===== config.mk =====
export PLATFORM = sky130hd
export DESIGN_NAME = drfc_walker
export DESIGN_NICKNAME = d
export VERILOG_FILES = /design/src/hw/rtl/drfc_pkg.sv /design/src/hw/rtl/drfc_walker.sv
export SDC_FILE = /design/constraint.sdc
export NUM_CORES = 1
export LEC_CHECK = 0
export ABC_AREA = 0
export BUFFER_PORTS_ARGS = -buffer_cell sky130_fd_sc_hd__buf_2
export CORE_MARGIN = 2
export CORE_UTILIZATION = 40
export CTS_CLUSTER_SIZE = 8
export DETAILED_ROUTE_END_ITERATION = 12
export GPL_TIMING_DRIVEN = 1
export PLACE_DENSITY = 0.54
export SYNTH_ARGS = -nofsm -noshare
export SYNTH_HDL_FRONTEND = slang
export SYNTH_SLANG_ARGS = --single-unit

===== constraint.sdc =====
create_clock -name clk -period 7.75 [get_ports clk]
set_input_delay 1.55 -clock clk [delete_from_list [all_inputs] [get_ports clk]]
set_output_delay 1.55 -clock clk [all_outputs]
set_load 0.02 [all_outputs]

===== src/hw/rtl/drfc_pkg.sv =====
// ----------------------------------------------------------------------------
// drfc_pkg
// Shared types and constants of the record framing checker: walk phases,
// status and mode codes, register indexes and the item structs.
// ----------------------------------------------------------------------------
package drfc_pkg;

  // Width of the saturating record counters
  localparam int unsigned COUNT_WIDTH = 32;
  localparam logic [COUNT_WIDTH-1:0] COUNT_MAX = {COUNT_WIDTH{1'b1}};

  // Register indexes on the configuration port
  localparam int unsigned CFG_INDEX_W = 1;
  localparam logic [CFG_INDEX_W-1:0] CFG_BYTE_ORDER  = 1'd0;
  localparam logic [CFG_INDEX_W-1:0] CFG_RECORD_MODE = 1'd1;
  localparam int unsigned CFG_DATA_W = 2;

  // Record modes: CFI with a zero CIE id, CFI with an all-ones CIE id, units
  localparam logic [1:0] MODE_ZERO_CIE_ID = 2'd0;
  localparam logic [1:0] MODE_ONES_CIE_ID = 2'd1;
  localparam logic [1:0] MODE_UNIT        = 2'd2;

  // Framing constants
  localparam logic [31:0] LEN_ESCAPE     = 32'hFFFF_FFFF;
  localparam logic [63:0] LEN_WIDE_LIMIT = 64'hFFFF_FFFF_FFFF_FFFF - 64'd12;
  localparam logic [3:0]  SHORT_LEN_BYTES = 4'd4;
  localparam logic [3:0]  WIDE_LEN_BYTES  = 4'd8;
  localparam logic [3:0]  ID_BYTES_SHORT  = 4'd4;
  localparam logic [3:0]  ID_BYTES_WIDE   = 4'd8;

  typedef enum logic [2:0] {
    PH_SHORT = 3'd0,
    PH_EXT   = 3'd1,
    PH_ID    = 3'd2,
    PH_BODY  = 3'd3,
    PH_TRAIL = 3'd4
  } phase_t;

  typedef enum logic [1:0] {
    ST_OK     = 2'd0,
    ST_FORMAT = 2'd1,
    ST_BOUNDS = 2'd2
  } status_t;

  typedef struct packed {
    logic [7:0] data_byte;
    logic       last;
  } drfc_byte_t;

  typedef struct packed {
    status_t     status;
    logic [31:0] cie_tally;
    logic [31:0] fde_tally;
  } drfc_result_t;

endpackage


===== src/hw/rtl/drfc_walker.sv =====
// ----------------------------------------------------------------------------
// drfc_walker
// Walk state of one section: length fields, id bytes, payload countdown,
// record counters and the sticky error. Advances by one byte per step and
// presents the section result for the step that carries the last byte.
// ----------------------------------------------------------------------------
module drfc_walker
  import drfc_pkg::*;
(
  input  logic         clk,
  input  logic         rst_n,
  input  logic         step,
  input  drfc_byte_t   byte_in,
  input  logic         byte_order,
  input  logic [1:0]   record_mode,
  output drfc_result_t result
);

  phase_t           phase_r,   phase_nxt;
  logic [3:0]       idx_r,     idx_nxt;
  logic [63:0]      acc_r,     acc_nxt;
  logic [63:0]      remain_r,  remain_nxt;
  logic             all_zero_r, all_zero_nxt;
  logic             all_ones_r, all_ones_nxt;
  logic             wide_r,    wide_nxt;
  logic [COUNT_WIDTH-1:0] cie_r, cie_nxt;
  logic [COUNT_WIDTH-1:0] fde_r, fde_nxt;
  status_t          err_r,     err_nxt;

  logic        cfi;
  logic [63:0] acc_taken;
  logic [3:0]  idx_inc;
  logic [63:0] remain_dec;
  logic        open_req;
  logic        open_wide;
  logic [63:0] open_len;
  logic [3:0]  open_id_bytes;
  logic        is_cie;
  status_t     fin_err;

  assign cfi = (record_mode == MODE_ZERO_CIE_ID) || (record_mode == MODE_ONES_CIE_ID);

  // Length fields: shift in (big endian) or place by byte lane
  always_comb begin
    if (byte_order) begin
      acc_taken = {acc_r[55:0], byte_in.data_byte};
    end else begin
      acc_taken = acc_r | (64'(byte_in.data_byte) << {idx_r[2:0], 3'b000});
    end
  end

  assign idx_inc    = idx_r + 4'd1;
  assign remain_dec = remain_r - 64'd1;

  always_comb begin
    phase_nxt    = phase_r;
    idx_nxt      = idx_r;
    acc_nxt      = acc_r;
    remain_nxt   = remain_r;
    all_zero_nxt = all_zero_r;
    all_ones_nxt = all_ones_r;
    wide_nxt     = wide_r;
    cie_nxt      = cie_r;
    fde_nxt      = fde_r;
    err_nxt      = err_r;
    open_req     = 1'b0;
    open_wide    = 1'b0;
    open_len     = acc_taken;
    is_cie       = 1'b0;

    if (err_r == ST_OK) begin
      unique case (phase_r)
        PH_SHORT: begin
          acc_nxt = acc_taken;
          idx_nxt = idx_inc;
          if (idx_inc >= SHORT_LEN_BYTES) begin
            acc_nxt = {32'd0, acc_taken[31:0]};
            open_len = {32'd0, acc_taken[31:0]};
            if (acc_taken[31:0] == 32'd0) begin
              if (cfi) begin
                phase_nxt = PH_TRAIL;
              end else begin
                err_nxt = ST_FORMAT;
              end
            end else if (acc_taken[31:0] == LEN_ESCAPE) begin
              phase_nxt = PH_EXT;
              idx_nxt   = 4'd0;
              acc_nxt   = 64'd0;
              wide_nxt  = 1'b1;
            end else begin
              wide_nxt  = 1'b0;
              open_req  = 1'b1;
              open_wide = 1'b0;
            end
          end
        end
        PH_EXT: begin
          acc_nxt = acc_taken;
          idx_nxt = idx_inc;
          if (idx_inc >= WIDE_LEN_BYTES) begin
            if (cfi && (acc_taken < 64'(WIDE_LEN_BYTES))) begin
              err_nxt = ST_FORMAT;
            end else if (acc_taken > LEN_WIDE_LIMIT) begin
              err_nxt = ST_BOUNDS;
            end else begin
              open_req  = 1'b1;
              open_wide = wide_r;
            end
          end
        end
        PH_ID: begin
          remain_nxt   = remain_dec;
          all_zero_nxt = all_zero_r && (byte_in.data_byte == 8'h00);
          all_ones_nxt = all_ones_r && (byte_in.data_byte == 8'hFF);
          idx_nxt      = idx_inc;
          if (idx_inc >= (wide_r ? ID_BYTES_WIDE : ID_BYTES_SHORT)) begin
            is_cie = (record_mode == MODE_ONES_CIE_ID) ? all_ones_nxt : all_zero_nxt;
            if (is_cie) begin
              if (cie_r != COUNT_MAX) cie_nxt = cie_r + 1'b1;
            end else begin
              if (fde_r != COUNT_MAX) fde_nxt = fde_r + 1'b1;
            end
            phase_nxt = PH_BODY;
            if (remain_dec == 64'd0) begin
              phase_nxt = PH_SHORT;
              idx_nxt   = 4'd0;
              acc_nxt   = 64'd0;
            end
          end
        end
        PH_BODY: begin
          remain_nxt = remain_dec;
          if (remain_dec == 64'd0) begin
            phase_nxt = PH_SHORT;
            idx_nxt   = 4'd0;
            acc_nxt   = 64'd0;
          end
        end
        PH_TRAIL: begin
          if (byte_in.data_byte != 8'h00) err_nxt = ST_FORMAT;
        end
        default: begin
          err_nxt = ST_FORMAT;
        end
      endcase
    end

    // Open the payload of a record once its length is complete
    open_id_bytes = open_wide ? ID_BYTES_WIDE : ID_BYTES_SHORT;
    if (open_req) begin
      if (cfi && (open_len < 64'(open_id_bytes))) begin
        err_nxt = ST_FORMAT;
      end else begin
        phase_nxt    = cfi ? PH_ID : PH_BODY;
        remain_nxt   = open_len;
        idx_nxt      = 4'd0;
        all_zero_nxt = 1'b1;
        all_ones_nxt = 1'b1;
        if (open_len == 64'd0) begin
          phase_nxt = PH_SHORT;
          acc_nxt   = 64'd0;
        end
      end
    end
  end

  // End-of-section checks on the state after the last byte
  always_comb begin
    fin_err = err_nxt;
    if (err_nxt == ST_OK) begin
      if (phase_nxt == PH_SHORT) begin
        if ((idx_nxt != 4'd0) && (!cfi || (acc_nxt != 64'd0))) fin_err = ST_FORMAT;
      end else if (phase_nxt != PH_TRAIL) begin
        fin_err = ST_FORMAT;
      end
    end
    result.status    = fin_err;
    result.cie_tally = ((fin_err == ST_OK) && cfi) ? 32'(cie_nxt) : 32'd0;
    result.fde_tally = ((fin_err == ST_OK) && cfi) ? 32'(fde_nxt) : 32'd0;
  end

  always_ff @(posedge clk) begin
    if (!rst_n || (step && byte_in.last)) begin
      phase_r    <= PH_SHORT;
      idx_r      <= 4'd0;
      acc_r      <= 64'd0;
      remain_r   <= 64'd0;
      all_zero_r <= 1'b1;
      all_ones_r <= 1'b1;
      wide_r     <= 1'b0;
      cie_r      <= '0;
      fde_r      <= '0;
      err_r      <= ST_OK;
    end else if (step) begin
      phase_r    <= phase_nxt;
      idx_r      <= idx_nxt;
      acc_r      <= acc_nxt;
      remain_r   <= remain_nxt;
      all_zero_r <= all_zero_nxt;
      all_ones_r <= all_ones_nxt;
      wide_r     <= wide_nxt;
      cie_r      <= cie_nxt;
      fde_r      <= fde_nxt;
      err_r      <= err_nxt;
    end
  end

endmodule


==> flow_metrics.py, run 1 <==
metrics = {
    "status": {
        "status": "completed",
    },
    "worst_setup_path": {
        "cp-start-kind": "primary input",
        "worstPathRequired_ps": 6200,
        "cpPeakStageDelay_ps": 640,
        "crit_chain": "buf_2 -> or4bb_1 -> buf_4 -> nand4_1 -> o32a_1 -> a2111oi_4 -> nand4_1 -> nor2_2 -> a311oi_2 -> nand3_1 -> ha_4 -> a21oi_4 -> nor2b_4 -> o211ai_1 -> a22oi_2 -> o22a_1 -> o31ai_4 -> or4_4 -> buf_6 -> a211oi_2 -> buf_4 -> buf_6",
        "end_kind": "output pin",
        "path_max_fanout": 7,
        "critical_path.slowest_cell": "or4_4",
        "rrSetupSlack_ps": 2030,
        "critPathKind": "primary input to output pin",
        "cp.arrival_ps": 6170,
    },
    "logic_synthesis": {
        "ys_types": 90,
        "yosysWarnings": 0,
        "synth-seq-cells": 204,
        "synth_edf_count": 0,
        "async_flop_share_pct": 0,
        "synth_flop_cell": "dfxtp_1",
        "yosysSeqAreaShare_pct": 26.1,
        "avgSynthCellArea_sq_um": 7.41,
        "syn_nets": 2131,
        "synth.cell_area_sq_mm": 0.0156,
        "synthCells": 2108,
    },
    "sta": {
        "max_freq_mhz": 129,
        "fin_crit_sh_pct": 99.7,
        "hold_viol_final": 0,
        "slew_headroom_pct": 20.5,
        "fin_worst_skew_ps": 25.9,
        "whs_ps": 470,
        "tightest_slew_ps": 1180,
        "fin_ws_ps": 25.9,
        "slew_viol_final": 0,
        "min_period_ps": 7720,
        "setup_viol": 0,
    },
    "cts": {
        "cts.sinks": 204,
        "postCtsHoldBufs": 0,
        "clkLatencyLatePin_ps": 590,
        "cts_max_level": 1,
        "cts-buffers-inserted": 30,
        "max-clock-path-buffers": 3,
        "clockRootBuffer": "clkbuf_16",
        "tritoncts": "yes",
        "clk_pin_slew_ps": 50,
    },
    "route": {
        "wl_per_cell_um": 25.2,
        "first_iter_violations": 1661,
        "drt_pass1_iterations": 7,
        "vias_per_cell": 6.32,
        "drc": 0,
        "routed_wl_um": 69800,
        "ant_nets": 0,
        "via_count": 17470,
    },
    "pwr": {
        "power_density_mw_per_mm2": 181,
        "p_leak_nw": 6.83,
        "max-vdd-ir-drop_mv": 0.163,
    },
    "global_route": {
        "grt_pass1_wl_um": 102000,
        "grt-ovfl-total": 0,
        "grt_pass1_vias": 16092,
        "antenna_found_initial": 1,
        "grt_max_degree": 68,
        "grtUsageTotal_pct": 32.6,
    },
    "layout": {
        "final_common_cell": "nor2_1",
        "drive_gt1_share_pct": 20.7,
        "fin_nets": 2265,
        "area_delta_synth_final_pct": 20.7,
        "most-common-layout-cells": "nor2_1, dfxtp_1, nand2_1",
        "fin_util_pct": 48.8,
        "n_antenna_cell": 0,
    },
    "floorplanning": {
        "die_h_um": 202,
        "num_rows": 72,
        "initial_core_util_pct": 40.4,
        "ios": 81,
        "dieArea_sq_mm": 0.0407,
        "die_w_um": 202,
        "core-area_sq_mm": 0.0386,
    },
    "placement": {
        "gp_congestion": 0.973,
        "io_buffers": 80,
        "pre_cts_slack_ps": -251,
        "dpl.hpwl_um": 50400,
    },
    "hold_path": {
        "hp-class": "register to register",
    },
    "flow_run": {
        "maxCapViolations": 0,
    },
}
[per-layer routing]
metal	global-route usage, %	share of wire [%]
met4	17.5	5.7
met5	0	0
met1	43.0	43
met3	3.87	6.3
met2	52.1	45
[synth_stat cells (all sizes together), types with 64 or more instances]
cell type	instances	area, sq um
nand3	79	405
nor2	281	1050
nor4	74	520
dfxtp	204	4080
o21ai	138	691
nand2	180	676
nor3	66	362
a211oi	80	906
a21oi	113	566
xor2	91	797
nand4	64	400
clkbuf	119	447
[critical path, delay by kind of cell]
kind / cells / cell delay (ps)
simple gates: 7 / 1930
compound gates: 9 / 1620
buf+inv: 5 / 770
fa+ha+maj: 1 / 290
[flip-flops by register name, indices dropped and copies added, names as in the netlist]
name and count:
fde_r 32, acc_r 64, cie_r 32, remain_r 64
all_ones_r 1, phase_r 3, idx_r 4, all_zero_r 1
err_r 2, wide_r 1
[logic make-up (layout without fill, tap and decap cells)]
logic type	count (synthesis)	in the layout	synth area share (%)
AOI/OAI and AO/OA	581	581	26.8
adders and majority gates	8	8	0.641
xor gates and xnor gates	154	154	8.63
and+or+nand+nor	958	958	31.5
buffers and inverters	193	333	5.57
muxes	10	10	0.665
DFF	204	204	26.1
[power breakdown]
part	total, W	switching (W)	internal [W]
Combinational	0.00106	0.000660	0.000396
Sequential	0.00114	0.0000638	0.00108
Clock	0.00122	0.000511	0.000711
Total	0.00342	0.00123	0.00218
[path summary, 6_finish.rpt]
path / startpoint / end / cells past startpoint
worst min register to register: all_zero_r / all_zero_r / 2
worst max-delay path: byte_in[7] / result[0] / 22
worst max register to register: idx_r[2] / remain_r[50] / 22
worst min-delay path: all_zero_r / all_zero_r / 2
[layout make-up]
type / count / area, sq um
clock buffer: 36 / 803
clock inverter: 2 / 21.3
fill: 3872 / 19800
multi-input combinational: 1711 / 11100
sequential: 204 / 4090
tap: 518 / 648
inverter: 33 / 124
timing repair buffer: 262 / 2110
[repair_timing]
item,CTS,global route
setup buffers,0,19
endpoints found under the setup margin,65,65
pin swaps,1,21
resized for setup,8,90
cloned,0,8
hold endpoints to repair,0,0
[metrics by stage]
stage / cell area (sq um) / TNS, ps / power (W) / cells
floorplan: 15600 / -88.2 / 0.00176 / 2108
global placement: 17300 / -11890 / 0.00213 / 2701
detailed placement: 17300 / -11800 / 0.00212 / 2701
CTS: 18200 / 0 / 0.00335 / 2739
global route: 18900 / -342 / 0.00354 / 2766
finish: 18900 / 0 / 0.00342 / 2766
Note: power is estimated with default switching activity, not from simulation.
==> inputs of run 2 (changes only) <==
--- a/config.mk
+++ b/config.mk
@@ -12,7 +12,9 @@
 export CTS_CLUSTER_SIZE = 8
 export DETAILED_ROUTE_END_ITERATION = 12
 export GPL_TIMING_DRIVEN = 1
+export MAX_ROUTING_LAYER = met4
 export PLACE_DENSITY = 0.54
+export SETUP_SLACK_MARGIN = 0.1
 export SYNTH_ARGS = -nofsm -noshare
 export SYNTH_HDL_FRONTEND = slang
 export SYNTH_SLANG_ARGS = --single-unit
==> flow_metrics.py, run 2 (synthesis results as in run 1) <==
metrics = {
    "status": {
        "status": "completed",
    },
    "cts": {
        "tritoncts": "yes",
        "clk_pin_slew_ps": 50,
        "postCtsHoldBufs": 0,
        "clockRootBuffer": "clkbuf_16",
        "cts_max_level": 1,
        "cts.sinks": 204,
        "cts-buffers-inserted": 30,
        "max-clock-path-buffers": 3,
        "clkLatencyLatePin_ps": 580,
    },
    "global_route": {
        "grtUsageTotal_pct": 33.0,
        "grt_pass1_vias": 16280,
        "grt_max_degree": 69,
        "grt_pass1_wl_um": 102000,
        "antenna_found_initial": 0,
        "grt-ovfl-total": 0,
    },
    "pwr": {
        "seqPwrFrac_pct": 33.5,
        "power_density_mw_per_mm2": 180,
        "p_clk_share_pct": 35.4,
        "p_leak_nw": 6.73,
        "p_sw_share_pct": 36.1,
        "p_comb_share_pct": 31.1,
        "p_int_w": 0.00217,
        "switchingPower_w": 0.00123,
        "max-vdd-ir-drop_mv": 0.176,
    },
    "layout": {
        "top_regs": "acc_r: 64 flops, remain_r: 64 flops",
        "drive_gt1_share_pct": 20.4,
        "final_cells": 2751,
        "fin_nets": 2251,
        "area_delta_synth_final_pct": 21.1,
        "most-common-layout-cells": "nor2_1, dfxtp_1, buf_4",
        "n_antenna_cell": 0,
        "fill_cells": 3837,
        "final_common_cell": "nor2_1",
    },
    "placement": {
        "gp_congestion": 1.03,
        "pre_cts_slack_ps": -153,
        "dpl.hpwl_um": 49500,
        "io_buffers": 80,
        "dp.cells": 2694,
    },
    "sta": {
        "fin_ws_ps": 113,
        "fin_worst_skew_ps": 17.6,
        "min_period_ps": 7640,
        "fin_crit_sh_pct": 98.5,
        "setup_viol": 0,
        "tightest_slew_ps": 1180,
        "hold_viol_final": 0,
        "grt_setup_unrepaired": "true",
        "whs_ps": 476,
        "max_freq_mhz": 131,
        "slew_headroom_pct": 20.5,
        "fin_setup_tns_ps": 0,
        "slew_viol_final": 0,
    },
    "floorplanning": {
        "ios": 81,
        "core-area_sq_mm": 0.0386,
        "num_rows": 72,
        "initial_core_util_pct": 40.4,
        "dieArea_sq_mm": 0.0407,
        "die_w_um": 202,
        "die_h_um": 202,
    },
    "route": {
        "ant_nets": 0,
        "routed_wl_um": 68300,
        "drc": 0,
        "drt_pass1_iterations": 6,
        "vias_per_cell": 6.34,
        "wl_per_cell_um": 24.8,
        "via_count": 17446,
        "first_iter_violations": 1675,
    },
    "flow_run": {
        "maxCapViolations": 0,
    },
    "worst_setup_path": {
        "end_kind": "output pin",
        "cp-start-kind": "register",
        "path_max_fanout": 8,
        "worstPathRequired_ps": 6200,
        "cp.arrival_ps": 6090,
        "critPathKind": "register to output pin",
    },
    "hold_path": {
        "hp-class": "register to register",
    },
}
-- run 2: cell count changes in the layout (fill, tap and decap cells not counted), sizes merged --
| cell | change |
|---|---|
| buf | -12 |
| or4 | +2 |
| clkinv | -1 |
| clkbuf | -5 |
| clkinvlp | +1 |
-- run 2: repair_timing --
action	4_1_cts	5_1_grt
buffers inserted	3	10
endpoints found under the setup margin	64	65
endpoints found under the hold margin	0	0
gates cloned	0	8
gates resized for setup	17	165
pin swaps	2	38
-- run 2: cell type report --
type                    count  area [sq um]  area share [%]
clock buffers              35           790            4.17
clock inverters             2          23.8           0.126
inverters                  33           124           0.655
multi-input cells        1713         11200            59.0
flip-flops and latches    204          4090            21.6
well taps                 518           648            3.43
repair buffers            246          2080            11.0
-- run 2: worst paths after layout --
path / from / endpoint / slack (ps) / cells past startpoint
max: remain_r[43] / result[47] / 110 / 14
min reg2reg: all_ones_r / all_ones_r / 480 / 2
min: all_ones_r / all_ones_r / 480 / 2
max reg2reg: idx_r[0] / remain_r[50] / 2010 / 20
-- run 2: per-layer routing --
metal | track usage [%] | up-vias | routed length [um]
met1 | 43.5 | 8459 | 29400
met2 | 49.7 | 759 | 30200
met3 | 3.69 | 169 | 4490
li1 | - | 8059 | -
met4 | 17.4 | 0 | 4180
met5 | - | - | 0
-- run 2: critical path: stages (launching register included) --
cell      delay (ps)
dfxtp_1          420
or4_1            610
nand3b_1         260
or4_1            570
or4_1            480
xor2_2           200
nand4_1          120
or4b_4           590
or4_4            550
a211oi_4         320
o31ai_4          120
or4_4            670
buf_6            190
a211oi_2         210
buf_4            190
-- run 2: power groups by stage --
stage	Clock (W)	Sequential, W	Combinational, W
CTS	0.00122	0.00114	0.000968
finish	0.00120	0.00114	0.00106
floorplan	0	0.00112	0.000638
global placement	0	0.00116	0.000962
global route	0.00126	0.00114	0.00113
detailed placement	0	0.00116	0.000960
-- run 2: stage by stage --
step                      area, sq um  total power (W)  utilization, %
after floorplan                 15600          0.00176               -
after detailed placement        17200          0.00212            44.6
after global routing            18900          0.00353            49.0
after global placement          17200          0.00212            44.6
final                           18900          0.00340            49.0
after CTS                       18100          0.00333            46.8
==> inputs of run 3 (changes only) <==
--- a/config.mk
+++ b/config.mk
@@ -13,7 +13,7 @@
 export DETAILED_ROUTE_END_ITERATION = 12
 export GPL_TIMING_DRIVEN = 1
 export MAX_ROUTING_LAYER = met4
-export PLACE_DENSITY = 0.54
+export PLACE_DENSITY = 0.52
 export SETUP_SLACK_MARGIN = 0.1
 export SYNTH_ARGS = -nofsm -noshare
 export SYNTH_HDL_FRONTEND = slang
==> constraint.sdc (replaced) <==
create_clock -name clk -period 9.8 [get_ports clk]
set_input_delay 1.96 -clock clk [delete_from_list [all_inputs] [get_ports clk]]
set_output_delay 1.96 -clock clk [all_outputs]
set_load 0.02 [all_outputs]
==> flow_metrics.py, run 3 (synthesis results as in run 1) <==
metrics = {
    "status": {
        "status": "completed",
    },
    "layout": {
        "top_regs": "acc_r: 64 flops, remain_r: 64 flops",
        "area_delta_synth_final_pct": 9.44,
        "fin_nets": 2125,
        "drive_gt1_share_pct": 13.0,
        "final_cells": 2622,
        "final_cell_area_sq_mm": 0.0171,
        "final_common_cell": "nor2_1",
        "most-common-layout-cells": "nor2_1, dfxtp_1, nand2_1",
        "n_antenna_cell": 0,
    },
    "sta": {
        "whs_ps": 472,
        "tightest_slew_ps": 1040,
        "fin_crit_sh_pct": 95.5,
        "hold_viol_final": 0,
        "max_freq_mhz": 107,
        "fin_worst_skew_ps": 37.3,
        "slew_headroom_pct": 30.0,
        "fin_setup_tns_ps": 0,
        "setup_viol": 0,
        "grt_setup_unrepaired": "false",
        "min_period_ps": 9360,
        "slew_viol_final": 0,
    },
    "placement": {
        "postPlaceCellArea_sq_mm": 0.0163,
        "dp.cells": 2589,
        "io_buffers": 80,
        "gp_congestion": 1.02,
        "dpl.hpwl_um": 47300,
    },
    "pwr": {
        "p_sw_share_pct": 36.6,
        "p_int_w": 0.00161,
        "max-vdd-ir-drop_mv": 0.138,
        "power_w": 0.00254,
        "seqPwrFrac_pct": 35.2,
        "p_comb_share_pct": 28.5,
        "switchingPower_w": 0.000931,
        "power_density_mw_per_mm2": 149,
        "p_leak_nw": 5.95,
        "p_clk_share_pct": 36.3,
    },
    "worst_setup_path": {
        "cp-start-kind": "primary input",
        "crit_path_end": "result[59]",
        "timing.rr.start": "idx_r[2]",
        "critical_path.slowest_cell": "a221oi_1",
        "cpPeakStageDelay_ps": 750,
        "crit_buf_inv": 4,
        "critPathKind": "primary input to output pin",
        "worstPathRequired_ps": 7840,
        "rrSetupSlack_ps": 3720,
        "cp.arrival_ps": 7400,
        "ff2ff_path_depth": 19,
        "path_depth": 21,
        "path_delay_family": "compound AO/OA/AOI/OAI gates",
        "end_kind": "output pin",
        "timing.rr.end": "remain_r[54]",
        "crit_chain": "buf_4 -> buf_4 -> nor2b_1 -> a221oi_1 -> o211ai_1 -> a211oi_1 -> nand4_1 -> nor2_1 -> a311oi_1 -> nand3_1 -> ha_1 -> a21oi_1 -> nor2b_1 -> o211ai_1 -> a22oi_1 -> o22a_1 -> o31ai_2 -> or4_4 -> buf_12 -> a211oi_2 -> buf_2",
        "path_max_fanout": 63,
        "cp-startpoint": "byte_order",
    },
    "cts": {
        "max-clock-path-buffers": 3,
        "tritoncts": "yes",
        "clockRootBuffer": "clkbuf_16",
        "cts-buffers-inserted": 29,
        "cts_setup_buffers": 0,
        "clk_pin_slew_ps": 50,
        "post_cts_resize_count": 0,
        "clkLatencyLatePin_ps": 580,
        "postCtsHoldBufs": 0,
        "cts_max_level": 1,
        "cts.sinks": 204,
    },
    "global_route": {
        "met2_usage_pct": 47.9,
        "antenna_found_initial": 0,
        "grt_pass1_vias": 15988,
        "grt_max_degree": 74,
        "grtUsageTotal_pct": 32.4,
        "grt_use_met1_pct": 41.5,
        "grt_pass1_wl_um": 100000,
        "busiest_layer": "met2",
        "met3_usage_pct": 5.54,
        "grt-ovfl-total": 0,
    },
    "floorplanning": {
        "dieArea_sq_mm": 0.0407,
        "ios": 81,
        "core-area_sq_mm": 0.0386,
        "die_h_um": 202,
        "die_w_um": 202,
        "initial_core_util_pct": 40.4,
        "num_rows": 72,
    },
    "flow_run": {
        "maxCapViolations": 0,
    },
    "route": {
        "first_iter_violations": 1644,
        "via_count": 16848,
        "drc": 0,
        "drt_pass1_iterations": 6,
        "routed_wl_um": 65400,
        "vias_per_cell": 6.43,
        "wl_per_cell_um": 25.0,
        "ant_nets": 0,
    },
    "hold_path": {
        "min_from": "all_ones_r",
        "hp-class": "register to register",
    },
}
## run 3: cell count changes in the layout (fill, tap and decap cells not counted), sizes merged
cell / delta
clkbuf: -7
clkinv: -1
buf: -119
inv: +1
clkinvlp: -1
or4: -2
## run 3: worst min-delay path by stage
stage,end,cells after the start
floorplan,all_ones_r,2
global placement,all_zero_r,2
detailed placement,all_ones_r,2
CTS,all_ones_r,2
global route,all_ones_r,2
finish,all_ones_r,2
## run 3: per-stage QoR
stage	setup WS (ps)	util, %
finish	442	44.3
global route	206	44.3
detailed placement	634	42.3
global placement	750	42.3
CTS	625	44.3
floorplan	1180	-
## run 3: final cells by class
cell class | instances | area [sq um]
clock buffers | 32 | 747
clock inverters | 1 | 8.76
flip-flops and latches | 204 | 4080
inverters | 33 | 124
repair buffers | 123 | 753
well taps | 518 | 648
fillers | 4027 | 21500
multi-input cells | 1711 | 10700
## run 3: power groups by stage
| stage | Combinational [W] | Clock [W] | Sequential [W] |
|---|---|---|---|
| 3_5_place_dp | 0.000706 | 0 | 0.000910 |
| 3_3_place_gp | 0.000709 | 0 | 0.000911 |
| 4_1_cts | 0.000709 | 0.000942 | 0.000893 |
| 2_1_floorplan | 0.000504 | 0 | 0.000889 |
| 5_1_grt | 0.000778 | 0.000971 | 0.000897 |
| 6_report | 0.000725 | 0.000923 | 0.000895 |
## run 3: worst register-to-register path, cell delays in order (launching register included)
cell and delay [ps]:
dfxtp_1 310, buf_4 280, nand2b_1 390, o21ai_0 290, buf_4 240, or4b_1 470, a2111oi_0 430, nand4_1 330
nor2_1 210, a311oi_1 140, nand3_1 120, ha_1 240, a21oi_1 160, nor2b_1 160, o211ai_1 120, a22oi_1 350
nand2b_2 200, buf_4 670, a21oi_4 450, o221a_2 410
## run 3: routing by layer
layer | part of all wire (%) | wire, um | vias up
met4 | 6.6 | 4290 | 0
met1 | 43 | 28300 | 8163
li1 | - | - | 7795
met3 | 7.0 | 4600 | 170
met2 | 43 | 28200 | 720
met5 | 0 | 0 | -
